==> src/design/lr_pkg.sv <==
// lr_pkg: shared types and constants for the line rasterizer.
// No dependencies.
package lr_pkg;

   localparam int MAX_DIM   = 64;
   localparam int COORD_W   = 12;
   localparam int PIX_W     = $clog2(MAX_DIM);
   localparam int DIM_W     = 7;
   localparam int DELTA_W   = PIX_W + 1;
   localparam int ERR_W     = PIX_W + 3;

   localparam logic [DIM_W-1:0] DIM_LIMIT = DIM_W'(MAX_DIM);

   localparam logic CSR_IDX_WIDTH  = 1'b0;
   localparam logic CSR_IDX_HEIGHT = 1'b1;

   typedef enum logic [1:0] {
      ST_IDLE,
      ST_SETUP,
      ST_RUN
   } state_type;

endpackage

==> src/design/line_rasterizer.sv <==
// line_rasterizer: Bresenham line walker, one pixel result per cycle while rsp_stall is low.
// Depends on lr_pkg.
// A transferred request is checked, then set up, before its first pixel is shown.
// The walk gives major-axis length + 1 pixels, one per cycle while rsp_stall is low,
// stepped by the shared error-term adder; req_stall stays high while a line is walked.
// Dropped commands are accepted and leave the block idle.
// Reset is synchronous, active high; canvas registers return to 64 by 64.
module line_rasterizer
   import lr_pkg::*;
(
   input  logic                      clock,
   input  logic                      reset,
   input  logic                      req_valid,
   output logic                      req_stall,
   input  logic signed [COORD_W-1:0] req_x_begin,
   input  logic signed [COORD_W-1:0] req_y_begin,
   input  logic signed [COORD_W-1:0] req_x_end,
   input  logic signed [COORD_W-1:0] req_y_end,
   output logic                      rsp_valid,
   input  logic                      rsp_stall,
   output logic [PIX_W-1:0]          rsp_pixel_x,
   output logic [PIX_W-1:0]          rsp_pixel_y,
   output logic                      rsp_last_pixel,
   input  logic                      csr_valid,
   output logic                      csr_ready,
   input  logic                      csr_index,
   input  logic [DIM_W-1:0]          csr_data
);

   state_type state_ff, state_in;

   logic [DIM_W-1:0] width_ff, height_ff;
   logic [PIX_W-1:0] x1_ff, y1_ff, x2_ff, y2_ff;
   logic [PIX_W-1:0] major_ff, minor_ff, stop_ff;
   logic             ymaj_ff, dir_neg_ff;
   logic signed [ERR_W-1:0] err_ff, inc_lo_ff, inc_hi_ff;

   logic [DIM_W-1:0] w_lim, h_lim;
   logic             cmd_ok;
   logic             req_xfer, rsp_xfer;

   logic signed [DELTA_W-1:0] dx, dy;
   logic [PIX_W-1:0]          adx, ady, maj_len, min_len;
   logic                      ymaj, rev;
   logic [PIX_W-1:0]          s_major, s_minor, e_major, e_minor;
   logic                      step_minor;
   logic signed [ERR_W-1:0]   err_sum;

   function automatic logic in_range(input logic signed [COORD_W-1:0] c,
                                     input logic [DIM_W-1:0] lim);
      return !c[COORD_W-1] && (c[COORD_W-2:0] < (COORD_W-1)'(lim));
   endfunction

   assign csr_ready = 1'b1;
   assign w_lim = (width_ff  > DIM_LIMIT) ? DIM_LIMIT : width_ff;
   assign h_lim = (height_ff > DIM_LIMIT) ? DIM_LIMIT : height_ff;
   assign cmd_ok = in_range(req_x_begin, w_lim) && in_range(req_x_end, w_lim) &&
                   in_range(req_y_begin, h_lim) && in_range(req_y_end, h_lim);

   assign req_stall = (state_ff != ST_IDLE);
   assign req_xfer  = req_valid && !req_stall;
   assign rsp_valid = (state_ff == ST_RUN);
   assign rsp_xfer  = rsp_valid && !rsp_stall;

   assign rsp_pixel_x    = ymaj_ff ? minor_ff : major_ff;
   assign rsp_pixel_y    = ymaj_ff ? major_ff : minor_ff;
   assign rsp_last_pixel = (major_ff == stop_ff);

   // setup of the normalized walk: major axis increasing from the start point
   always_comb begin
      dx  = DELTA_W'({1'b0, x2_ff}) - DELTA_W'({1'b0, x1_ff});
      dy  = DELTA_W'({1'b0, y2_ff}) - DELTA_W'({1'b0, y1_ff});
      adx = dx[DELTA_W-1] ? PIX_W'(-dx) : PIX_W'(dx);
      ady = dy[DELTA_W-1] ? PIX_W'(-dy) : PIX_W'(dy);
      ymaj = (ady > adx);
      rev  = ymaj ? dy[DELTA_W-1] : dx[DELTA_W-1];
      maj_len = ymaj ? ady : adx;
      min_len = ymaj ? adx : ady;
      s_major = ymaj ? (rev ? y2_ff : y1_ff) : (rev ? x2_ff : x1_ff);
      s_minor = ymaj ? (rev ? x2_ff : x1_ff) : (rev ? y2_ff : y1_ff);
      e_major = ymaj ? (rev ? y1_ff : y2_ff) : (rev ? x1_ff : x2_ff);
      e_minor = ymaj ? (rev ? x1_ff : x2_ff) : (rev ? y1_ff : y2_ff);
   end

   // shared error-term adder
   assign step_minor = ymaj_ff ? (err_ff > 0) : !err_ff[ERR_W-1];
   assign err_sum    = err_ff + (step_minor ? inc_hi_ff : inc_lo_ff);

   always_comb begin
      state_in = state_ff;
      unique case (state_ff)
         ST_IDLE:  if (req_xfer && cmd_ok) state_in = ST_SETUP;
         ST_SETUP: state_in = ST_RUN;
         ST_RUN:   if (rsp_xfer && rsp_last_pixel) state_in = ST_IDLE;
         default:  state_in = ST_IDLE;
      endcase
   end

   always_ff @(posedge clock) begin
      if (reset) begin
         state_ff <= ST_IDLE;
      end else begin
         state_ff <= state_in;
      end
   end

   always_ff @(posedge clock) begin
      if (reset) begin
         width_ff  <= DIM_LIMIT;
         height_ff <= DIM_LIMIT;
      end else if (csr_valid && csr_ready) begin
         unique case (csr_index)
            CSR_IDX_WIDTH:  width_ff  <= csr_data;
            CSR_IDX_HEIGHT: height_ff <= csr_data;
            default: ;
         endcase
      end
   end

   always_ff @(posedge clock) begin
      if (req_xfer) begin
         x1_ff <= req_x_begin[PIX_W-1:0];
         y1_ff <= req_y_begin[PIX_W-1:0];
         x2_ff <= req_x_end[PIX_W-1:0];
         y2_ff <= req_y_end[PIX_W-1:0];
      end
      if (state_ff == ST_SETUP) begin
         major_ff   <= s_major;
         minor_ff   <= s_minor;
         stop_ff    <= e_major;
         ymaj_ff    <= ymaj;
         dir_neg_ff <= (e_minor < s_minor);
         err_ff     <= ERR_W'({min_len, 1'b0}) - ERR_W'(maj_len);
         inc_lo_ff  <= ERR_W'({min_len, 1'b0});
         inc_hi_ff  <= ERR_W'({min_len, 1'b0}) - ERR_W'({maj_len, 1'b0});
      end else if (rsp_xfer && !rsp_last_pixel) begin
         major_ff <= major_ff + PIX_W'(1);
         err_ff   <= err_sum;
         if (step_minor) begin
            minor_ff <= dir_neg_ff ? (minor_ff - PIX_W'(1)) : (minor_ff + PIX_W'(1));
         end
      end
   end

   a_idle_no_rsp: assert property (@(posedge clock) disable iff (reset)
      !req_stall |-> !rsp_valid)
      else $error("result valid while accepting requests");

   a_major_bound: assert property (@(posedge clock) disable iff (reset)
      rsp_valid |-> (major_ff <= stop_ff))
      else $error("walk passed its end point");

   a_major_step: assert property (@(posedge clock) disable iff (reset)
      rsp_xfer && !rsp_last_pixel |=> rsp_valid && (major_ff == $past(major_ff) + PIX_W'(1)))
      else $error("major axis did not advance by one");

   a_last_ends: assert property (@(posedge clock) disable iff (reset)
      rsp_xfer && rsp_last_pixel |=> !rsp_valid && !req_stall)
      else $error("block did not return to idle after last pixel");

endmodule
==> config.mk <==
export PLATFORM = sky130hd
export DESIGN_NAME = line_rasterizer
export DESIGN_NICKNAME = d
export VERILOG_FILES = /design/src/design/lr_pkg.sv /design/src/design/line_rasterizer.sv
export SDC_FILE = /design/constraint.sdc
export NUM_CORES = 1
export LEC_CHECK = 0
export BUFFER_PORTS_ARGS = -buffer_cell sky130_fd_sc_hd__buf_2
export CAP_MARGIN = 20
export CELL_PAD_IN_SITES_DETAIL_PLACEMENT = 0
export CELL_PAD_IN_SITES_GLOBAL_PLACEMENT = 1
export CORE_ASPECT_RATIO = 1.25
export CORE_UTILIZATION = 30
export CTS_CLUSTER_SIZE = 14
export DETAILED_ROUTE_END_ITERATION = 10
export GPL_ROUTABILITY_DRIVEN = 0
export GPL_TIMING_DRIVEN = 0
export HOLD_SLACK_MARGIN = 0.08
export PLACE_DENSITY = 0.56
export SLEW_MARGIN = 20
export SYNTH_ARGS = -nofsm -noshare
export SYNTH_HDL_FRONTEND = slang
export SYNTH_SLANG_ARGS = --single-unit
==> constraint.sdc <==
create_clock -name clock -period 11.3 [get_ports clock]
set_input_delay 3.39 -clock clock [delete_from_list [all_inputs] [get_ports clock]]
set_output_delay 3.39 -clock clock [all_outputs]
set_load 0.1 [all_outputs]
# Word level (Yosys, flattened, before mapping)

Index checks and enable logic that the tools add are counted.

Output and inout port bits: 16
Bits in registers: 84
Word-level logic and storage cells: 98
Input bits: 61

Bitwise operators: 1
Equality and inequality tests: 5
Reduce and logical (&&, ||, !) cells: 28
Order comparisons: 9
Mux-type cells: 30
Add/sub/neg operators: 10

Operator list:

| operator                                                              | number |
|---|---|
| 6-bit 2-to-1 mux                                                      | 20 |
| 11-bit by 7-bit less-than comparator with 1-bit output                | 4 |
| 9-bit 2-to-1 mux                                                      | 3 |
| 7-bit > comparator, second input constant                             | 2 |
| 7-bit 2-to-1 mux                                                      | 2 |
| 6-bit by 6-bit subtractor with 7-bit output                           | 2 |
| 6-bit by 1-bit adder with 6-bit output, second input constant         | 2 |
| 1-bit logical AND                                                     | 12 |
| 6-bit negation                                                        | 2 |
| 9-bit adder                                                           | 1 |
| 9-bit by 1-bit > comparator with 1-bit output, second input constant  | 1 |
| 1-bit logical NOT                                                     | 8 |
| 2-bit AND reduction                                                   | 4 |
| 7-bit by 6-bit subtractor with 8-bit output                           | 1 |
| 7-bit by 7-bit subtractor with 8-bit output                           | 1 |
| 6-bit equality test                                                   | 1 |
| 6-bit > comparator                                                    | 1 |
| 6-bit less-than comparator                                            | 1 |
| 2-bit one-hot mux with 3 select lines                                 | 1 |
| 2-bit nonzero test                                                    | 3 |
| 6-bit by 1-bit subtractor with 6-bit output, second input constant    | 1 |
| 2-bit 2-to-1 mux                                                      | 2 |
| 2-bit by 1-bit equality test with 1-bit output, second input constant | 1 |
| 2-bit equality test, second input constant                            | 1 |
| other kinds (5)                                                       | 6 |

# Longest topological paths before layout

Gate-level depths: netlist of the first run.

Depth in word-level cells: 10
Gate-level depth with buffers: 30
Mapped depth without buffers: 24

# Least setup slack after synthesis of the first run

Ideal clock, no wire load.

Path type: register to output
Start point: register ymaj_ff
End point: output rsp_pixel_y[0]
Cell stages (with the launch flop): 4
Required time: 7.910 ns
Path slack: 5.055 ns
Buffers on the path: 2
Arrival: 2.855 ns
Cells stage by stage: edfxtp_1 -> clkbuf_1 -> clkbuf_1 -> o21ai_0

Word-level cells in the longest chain between the ends: 1

Ends and longest elaborated chain:

| item                     | line                   | RTL |
|---|---|---|
| start: declaration       | line_rasterizer.sv:35  | `logic ymaj_ff, dir_neg_ff;` |
| start signal: assignment | line_rasterizer.sv:131 | `ymaj_ff <= ymaj;` |
| 6-bit 2-to-1 mux         | line_rasterizer.sv:66  | `assign rsp_pixel_y = ymaj_ff ? major_ff : minor_ff;` |
| end: declaration         | line_rasterizer.sv:22  | `output logic [PIX_W-1:0] rsp_pixel_y,` |

No other way between the ends.

# Worst setup path in the final report of the first run

Start point: register x2_ff[0]
End point: register err_ff[6], data pin

Word-level cells in the longest chain between the ends: 7
Elaborated cells between the ends (all ways): 8
Classes of those cells: 3 x add/sub; 1 x order compare; 4 x mux

Ends and longest elaborated chain:

| item                                            | line                   | RTL |
|---|---|---|
| start: declaration                              | line_rasterizer.sv:33  | `logic [PIX_W-1:0] x1_ff, y1_ff, x2_ff, y2_ff;` |
| start signal: assignment                        | line_rasterizer.sv:124 | `x2_ff <= req_x_end[PIX_W-1:0];` |
| 6-bit by 6-bit subtractor with 7-bit output (*) | line_rasterizer.sv:71  | `dx = DELTA_W'({1'b0, x2_ff}) - DELTA_W'({1'b0, x1_ff});` |
| 6-bit negation                                  | line_rasterizer.sv:73  | `adx = dx[DELTA_W-1] ? PIX_W'(-dx) : PIX_W'(dx);` |
| 6-bit 2-to-1 mux (*)                            | line_rasterizer.sv:73  |  |
| 6-bit > comparator (*)                          | line_rasterizer.sv:75  | `ymaj = (ady > adx);` |
| net ymaj                                        | line_rasterizer.sv:44  | `logic ymaj, rev;` |
| 6-bit 2-to-1 mux (*)                            | line_rasterizer.sv:78  | `min_len = ymaj ? adx : ady;` |
| net min_len[0]                                  | line_rasterizer.sv:43  | `logic [PIX_W-1:0] adx, ady, maj_len, min_len;` |
| 7-bit by 6-bit subtractor with 8-bit output (*) | line_rasterizer.sv:133 | `err_ff <= ERR_W'({min_len, 1'b0}) - ERR_W'(maj_len);` |
| 9-bit 2-to-1 mux (*)                            | line_rasterizer.sv:127 | `if (state_ff == ST_SETUP) begin` |
| end signal: assignment                          | line_rasterizer.sv:133 |  |
| end signal: assignment                          | line_rasterizer.sv:138 | `err_ff <= err_sum;` |
| end: declaration                                | line_rasterizer.sv:36  | `logic signed [ERR_W-1:0] err_ff, inc_lo_ff, inc_hi_ff;` |

Mark *: on every way through the listed nets, which the timed path passes. The rest lies on a longest branch.
A chain may end at the register's enable or synchronous reset.

==> metrics.csv, run 1 <==
metric;value;unit
cp.buffers_inverters;9;
yosysTopAreaCell;edfxtp_1;
die_h;166;um
antenna_found_initial;0;
routedWlPerCell;16.0;um
core;0.0209;mm2
multiInputGateArea;0.00384;mm2
regArea;0.00230;mm2
sw_frac_of_total;41.2;%
port_buffers;73;
crit_path_start_kind;flop;
r2r-start;x2_ff[0]$_DFFE_PP_;
setup_slack;4360;ps
wl;16.6;mm
placedCellCount;1019;
ant_nets;0;
pwr-share-comb;56.0;%
hold-path-endpoint;height_ff[1]$_SDFFE_PP0P_;
status;completed;
synth.net_count;802;
cp_max_fo;10;
fill_cells;2146;
slew_headroom;35.3;%
drtPass1Iterations;5;
grt_max_degree;25;
tightest_slew;966;ps
row_count;59;
p_leak;3.12;nW
areaGrowthSynthToFinish;16.2;%
finalNetCount;888;
synth_top_area_share;30.9;%
ys_async_sr_fraction;0;%
cts_tree;done;
initialDrtViolationCount;204;
post_cts_buffers;0;
yosys_warnings;0;
hpwl;13.9;mm
whs_path_depth;2;
root_buffer;clkbuf_16;
dieArea;0.0220;mm2
htree_levels;3;
cp_top_family;buffers and inverters;
switchingPower;0.000612;W
dp_slack;4330;ps
vias;5083;
overflow;0;
final.setup.tns;0;ps
worstSetupPathType;flop to flop;
period_minus_slack;6940;ps
clk_pin_slew_worst_paths;70;ps
endpoint_kind;flop;
drc;0;
hold_path_class;flop to flop;
mostFrequentLayoutCells;buf_2, ha_1, edfxtp_1, nand2_1, a21oi_1;
required;11390;ps
p_seq_share;24.5;%
layout.cells.most_common;buf_2;
syn_avg_cell_area;9.58;um2
synth_cell_type_count;62;
cpMaxStageDelayCell;fa_1;
fin_skew;8.47;ps
vias_per_cell;4.91;
worstReg2RegEnd;err_ff[6]$_DFFE_PP_;
synth_edf_count;66;
rrSetupSlack;4360;ps
critPathMaxStageDelay;500;ps
fmax;0.144;GHz
fin_cells;1035;
grt_pass1_vias;5031;
netlist_top_cells_area;edfxtp_1, ha_1, mux2i_1;
arrival;7030;ps
ys_ff_latch;82;
ir_worst_vdd;0.0866;mV
crit_path_frequent_cell;a21oi_1;
reg2reg_depth;28;
cts_buffers;9;
syn_inst;670;
postCtsHoldBufs;0;
ctsResizeCount;0;
diodes;0;
clock_path_buffers;2;
period_share;61.4;%
drv_slew;0;
p_per_area;199;mW/mm2
pwr-share-clk;19.5;%
track_usage;15.3;%
setup_viol;0;
netlist_area;0.00642;mm2
rsz0062_at_grt;no;
drive_gt1_share;18.5;%
ys.flop_type;edfxtp_1;
dieWidth;133;um
grt_pass1_wl;25.7;mm
hp-start;height_ff[1]$_SDFFE_PP0P_;
hold_viol;0;
ioPinCount;77;
internal_power;0.000874;W
clkSinkCount;82;
synth-seq-area-share;35.9;%
drv_cap;0;
initial_core_util;30.7;%
worstSkewPairLatency;340;ps
[state kept, by name, summed over array words and instances, names as in the netlist]
register and flops:
y1_ff 6, width_ff 7, stop_ff 6, inc_lo_ff 6, x1_ff 6, y2_ff 6, ymaj_ff 1, inc_hi_ff 7
minor_ff 6, height_ff 7, state_ff 2, x2_ff 6, dir_neg_ff 1, err_ff 9, major_ff 6
[cell families after synthesis]
logic type	share of synthesized area (%)
AND/OR/NAND/NOR	14.4
AO/OA/AOI/OAI	13.1
flip-flops	35.9
adder cells (fa/ha/maj)	14.6
multiplexers	11.5
buffers and inverters	4.42
XOR/XNOR	6.00
other	0.0584
[metrics by stage]
step | cell area, um2 | hold slack, ps | util [%] | power (W)
after floorplan | 6420 | 431 | - | 0.00101
after global placement | 7130 | 447 | 34.1 | 0.00121
after detailed placement | 7170 | 454 | 34.3 | 0.00121
after CTS | 7460 | 464 | 35.7 | 0.00151
after global routing | 7460 | 485 | 35.7 | 0.00161
final | 7460 | 462 | 35.7 | 0.00149
[area by class of cell]
class / instances / share of cell area (%)
buffer: 25 / 1.71
multi-input combinational: 521 / 51.4
sequential: 82 / 30.9
timing repair buffer: 75 / 5.47
inverter: 42 / 2.11
clock buffer: 11 / 3.25
tap: 274 / 4.59
clock inverter: 5 / 0.604
[synthesized netlist by cell type (all sizes together) (16+ instances only)]
cell	number
edfxtp	66
ha	66
a21oi	63
nand2	60
nor2	59
inv	41
mux2i	40
o21ai	29
mux2	27
xnor2	27
xor2	17
dfxtp	16
[worst reg2reg max path: cells and delay by family (launching register included)]
| family | cells | cell delay, ps |
|---|---|---|
| flops | 1 | 450 |
| compound gates | 11 | 1950 |
| xor+xnor | 2 | 480 |
| fa+ha+maj | 5 | 1590 |
| buf+inv | 9 | 2060 |
| simple gates | 1 | 130 |
[power by group through the flow]
stage | Clock, W | Combinational, W | Sequential (W)
final | 0.000290 | 0.000832 | 0.000365
after global routing | 0.000311 | 0.000931 | 0.000366
after CTS | 0.000301 | 0.000845 | 0.000365
after detailed placement | 0 | 0.000839 | 0.000371
after global placement | 0 | 0.000835 | 0.000371
after floorplan | 0 | 0.000645 | 0.000369
[routing by layer]
metal	vias to the layer above	wire length [um]	track usage, %
met2	83	8550	28.5
met5	-	0	0
met3	22	414	2.08
li1	2593	-	-
met4	0	428	7.42
met1	2385	7160	17.1
[how the worst max path moves through the flow]
stage                                endpoint  slack, ps  cells after the start               start
after floorplan                rsp_pixel_y[0]       5060                      3   ymaj_ff$_DFFE_PP_
after global placement    err_ff[6]$_DFFE_PP_       4300                     28  x2_ff[0]$_DFFE_PP_
after detailed placement  err_ff[6]$_DFFE_PP_       4330                     28  x2_ff[0]$_DFFE_PP_
after CTS                 err_ff[6]$_DFFE_PP_       4310                     28  x2_ff[0]$_DFFE_PP_
after global routing      err_ff[6]$_DFFE_PP_       3950                     28  x2_ff[0]$_DFFE_PP_
final                     err_ff[6]$_DFFE_PP_       4360                     28  x2_ff[0]$_DFFE_PP_
Power figures use the tool's default switching activity.
==> inputs of run 2 (changes only) <==
Settings changed: PLACE_DENSITY 0.56 to 0.58.
Clock period 11.3 ns to 5.9 ns, I/O delays scaled along.
==> metrics.csv, run 2 (same netlist as run 1, synthesis figures left out) <==
metric;value;unit;change
clk_pin_slew_worst_paths;60;ps;about the same
diodes;0;;unchanged
whs;458;ps;-3.71 ps
grt_max_degree;29;;+16%
slew_headroom;36.7;%;+1.4 points
arrival;5760;ps;-1270 ps
antenna_found_initial;0;;unchanged
crit_path_start_kind;flop;;
initial_core_util;30.7;%;unchanged
cp.depth;25;;-11%
initialDrtViolationCount;234;;+15%
cp.buffers_inverters;5;;-4
whs_path_depth;2;;unchanged
p_per_area;393;mW/mm2;+97%
wl;16.5;mm;-0.35%
mostFrequentLayoutCells;buf_2, edfxtp_1, ha_1, nand2_1, nor2_1;;
htree_levels;3;;unchanged
track_usage;15.0;%;-0.35 points
clkSinkCount;82;;unchanged
dpl-instance-area;0.00717;mm2;-0.10%
setup_viol;0;;unchanged
die_h;166;um;unchanged
drive_gt1_share;22.3;%;+3.8 points
switchingPower;0.00123;W;+100%
power;0.00302;W;+100%
fin_skew;8.42;ps;-0.0562 ps
p_seq_share;23.1;%;-1.4 points
root_buffer;clkbuf_16;;
postLayoutCellArea;0.00767;mm2;+2.9%
worstSetupPathType;flop to flop;;
endpoint_kind;flop;;
ioPinCount;77;;unchanged
fmax;0.177;GHz;+23%
grt_pass1_vias;4950;;-1.6%
rsz0062_at_grt;yes;;
period_share;96.0;%;+35 points
tightest_slew;945;ps;-21.2 ps
cp-startpoint;y1_ff[0]$_DFFE_PP_;;
cts_tree;done;;
required;5990;ps;-5400 ps
internal_power;0.00178;W;+100%
layout.cells.most_common;buf_2;;
hpwl;13.7;mm;-1.5%
dp_slack;-1060;ps;-5390 ps
row_count;59;;unchanged
ant_nets;0;;unchanged
p_leak;3.21;nW;+2.8%
drv_cap;0;;unchanged
cts_buffers;9;;unchanged
areaGrowthSynthToFinish;19.5;%;
period_minus_slack;5660;ps;-1280 ps
drc;0;;unchanged
pwr-share-clk;19.0;%;-0.5 points
dieWidth;133;um;unchanged
sw_frac_of_total;40.9;%;-0.31 points
crit_path_frequent_cell;a21oi_2;;
worstSkewPairLatency;350;ps;about the same
overflow;0;;unchanged
pwr-share-comb;57.9;%;+1.9 points
cp_top_family;compound AO/OA/AOI/OAI gates;;
ir_worst_vdd;0.201;mV;+130%
grt_pass1_wl;25.5;mm;-1.1%
rrSetupSlack;240;ps;-4120 ps
hold_path_class;flop to flop;;
critPathMaxStageDelay;420;ps;-80 ps
reg2reg_depth;25;;-11%
r2r-start;y1_ff[0]$_DFFE_PP_;;
largest_register;err_ff;;
finalNetCount;897;;+1.0%
port_buffers;73;;unchanged
routedWlPerCell;15.8;um;-1.2%
vias_per_cell;4.93;;+0.44%
status;completed;;
cp_max_fo;10;;unchanged
core;0.0209;mm2;unchanged
largest_reg_flops;9;;unchanged
vias;5150;;+1.3%
dieArea;0.0220;mm2;unchanged
drv_slew;0;;unchanged
clock_path_buffers;2;;unchanged
worstReg2RegEnd;err_ff[6]$_DFFE_PP_;;
hold_viol;0;;unchanged
setup_slack;238;ps;-4120 ps
cpMaxStageDelayCell;fa_2;;
drtPass1Iterations;4;;-1
cp-endpoint;err_ff[6]$_DFFE_PP_;;
==> run 2: changes by cell type in the layout (fill, tap and decap cells not counted), sizes merged <==
cell    previous run  this run
clkinv             1         2
clkbuf            26        23
buf               85        96
==> run 2: what timing repair did <==
action | in CTS | in global routing
endpoints found under the hold margin | 0 | 0
resized for setup | 21 | 12
hold buffers | 0 | 0
pin swaps | 1 | 4
endpoints found under the setup margin | 11 | 7
setup buffers | 4 | 7
==> run 2: worst min-delay path: stages (launching register included) <==
cell and delay [ps]:
dfxtp_1 310, nand2_1 50, a21oi_1 50
==> run 2: how the worst min path moves through the flow <==
stage,startpoint,end,slack (ps)
3_5_place_dp,height_ff[2]$_SDFFE_PP0P_,height_ff[2]$_SDFFE_PP0P_,450
5_1_grt,height_ff[5]$_SDFFE_PP0P_,height_ff[5]$_SDFFE_PP0P_,480
4_1_cts,height_ff[2]$_SDFFE_PP0P_,height_ff[2]$_SDFFE_PP0P_,460
6_report,height_ff[2]$_SDFFE_PP0P_,height_ff[2]$_SDFFE_PP0P_,460
3_3_place_gp,height_ff[6]$_SDFFE_PP1P_,height_ff[6]$_SDFFE_PP1P_,450
2_1_floorplan,height_ff[1]$_SDFFE_PP0P_,height_ff[1]$_SDFFE_PP0P_,430
==> run 2: routing by layer <==
layer  vias up  part of all wire (%)  global-route usage [%]
li1       2619                     -                       -
met1      2441                    44                    17.6
met2        79                    53                    28.0
met3        11                   2.9                    2.41
met4         0                  0.95                    3.87
met5         -                     0                       0
==> run 2: final cells by class <==
| class | instances | area [um2] |
|---|---|---|
| Buffer | 23 | 148 |
| Timing Repair Buffer | 86 | 483 |
| Multi-Input combinational cell | 521 | 3940 |
| Clock buffer | 10 | 250 |
| Tap cell | 274 | 343 |
| Fill cell | 2115 | 13200 |
| Sequential cell | 82 | 2300 |
| Clock inverter | 6 | 51.3 |
| Inverter | 42 | 158 |
==> run 2: power by group through the flow <==
| stage | Clock (W) | Sequential, W | Combinational [W] |
|---|---|---|---|
| 2_1_floorplan | 0 | 0.000707 | 0.00124 |
| 6_report | 0.000572 | 0.000697 | 0.00175 |
| 4_1_cts | 0.000586 | 0.000697 | 0.00169 |
| 3_5_place_dp | 0 | 0.000711 | 0.00162 |
| 3_3_place_gp | 0 | 0.000711 | 0.00159 |
| 5_1_grt | 0.000606 | 0.000698 | 0.00191 |
==> run 2: metrics by stage <==
step	util, %	instances	TNS (ps)
2_1_floorplan	-	670	0
3_3_place_gp	34.1	1017	-6390
3_5_place_dp	34.3	1019	-7070
4_1_cts	36.3	1037	0
5_1_grt	36.7	1044	-89.6
6_report	36.7	1044	0
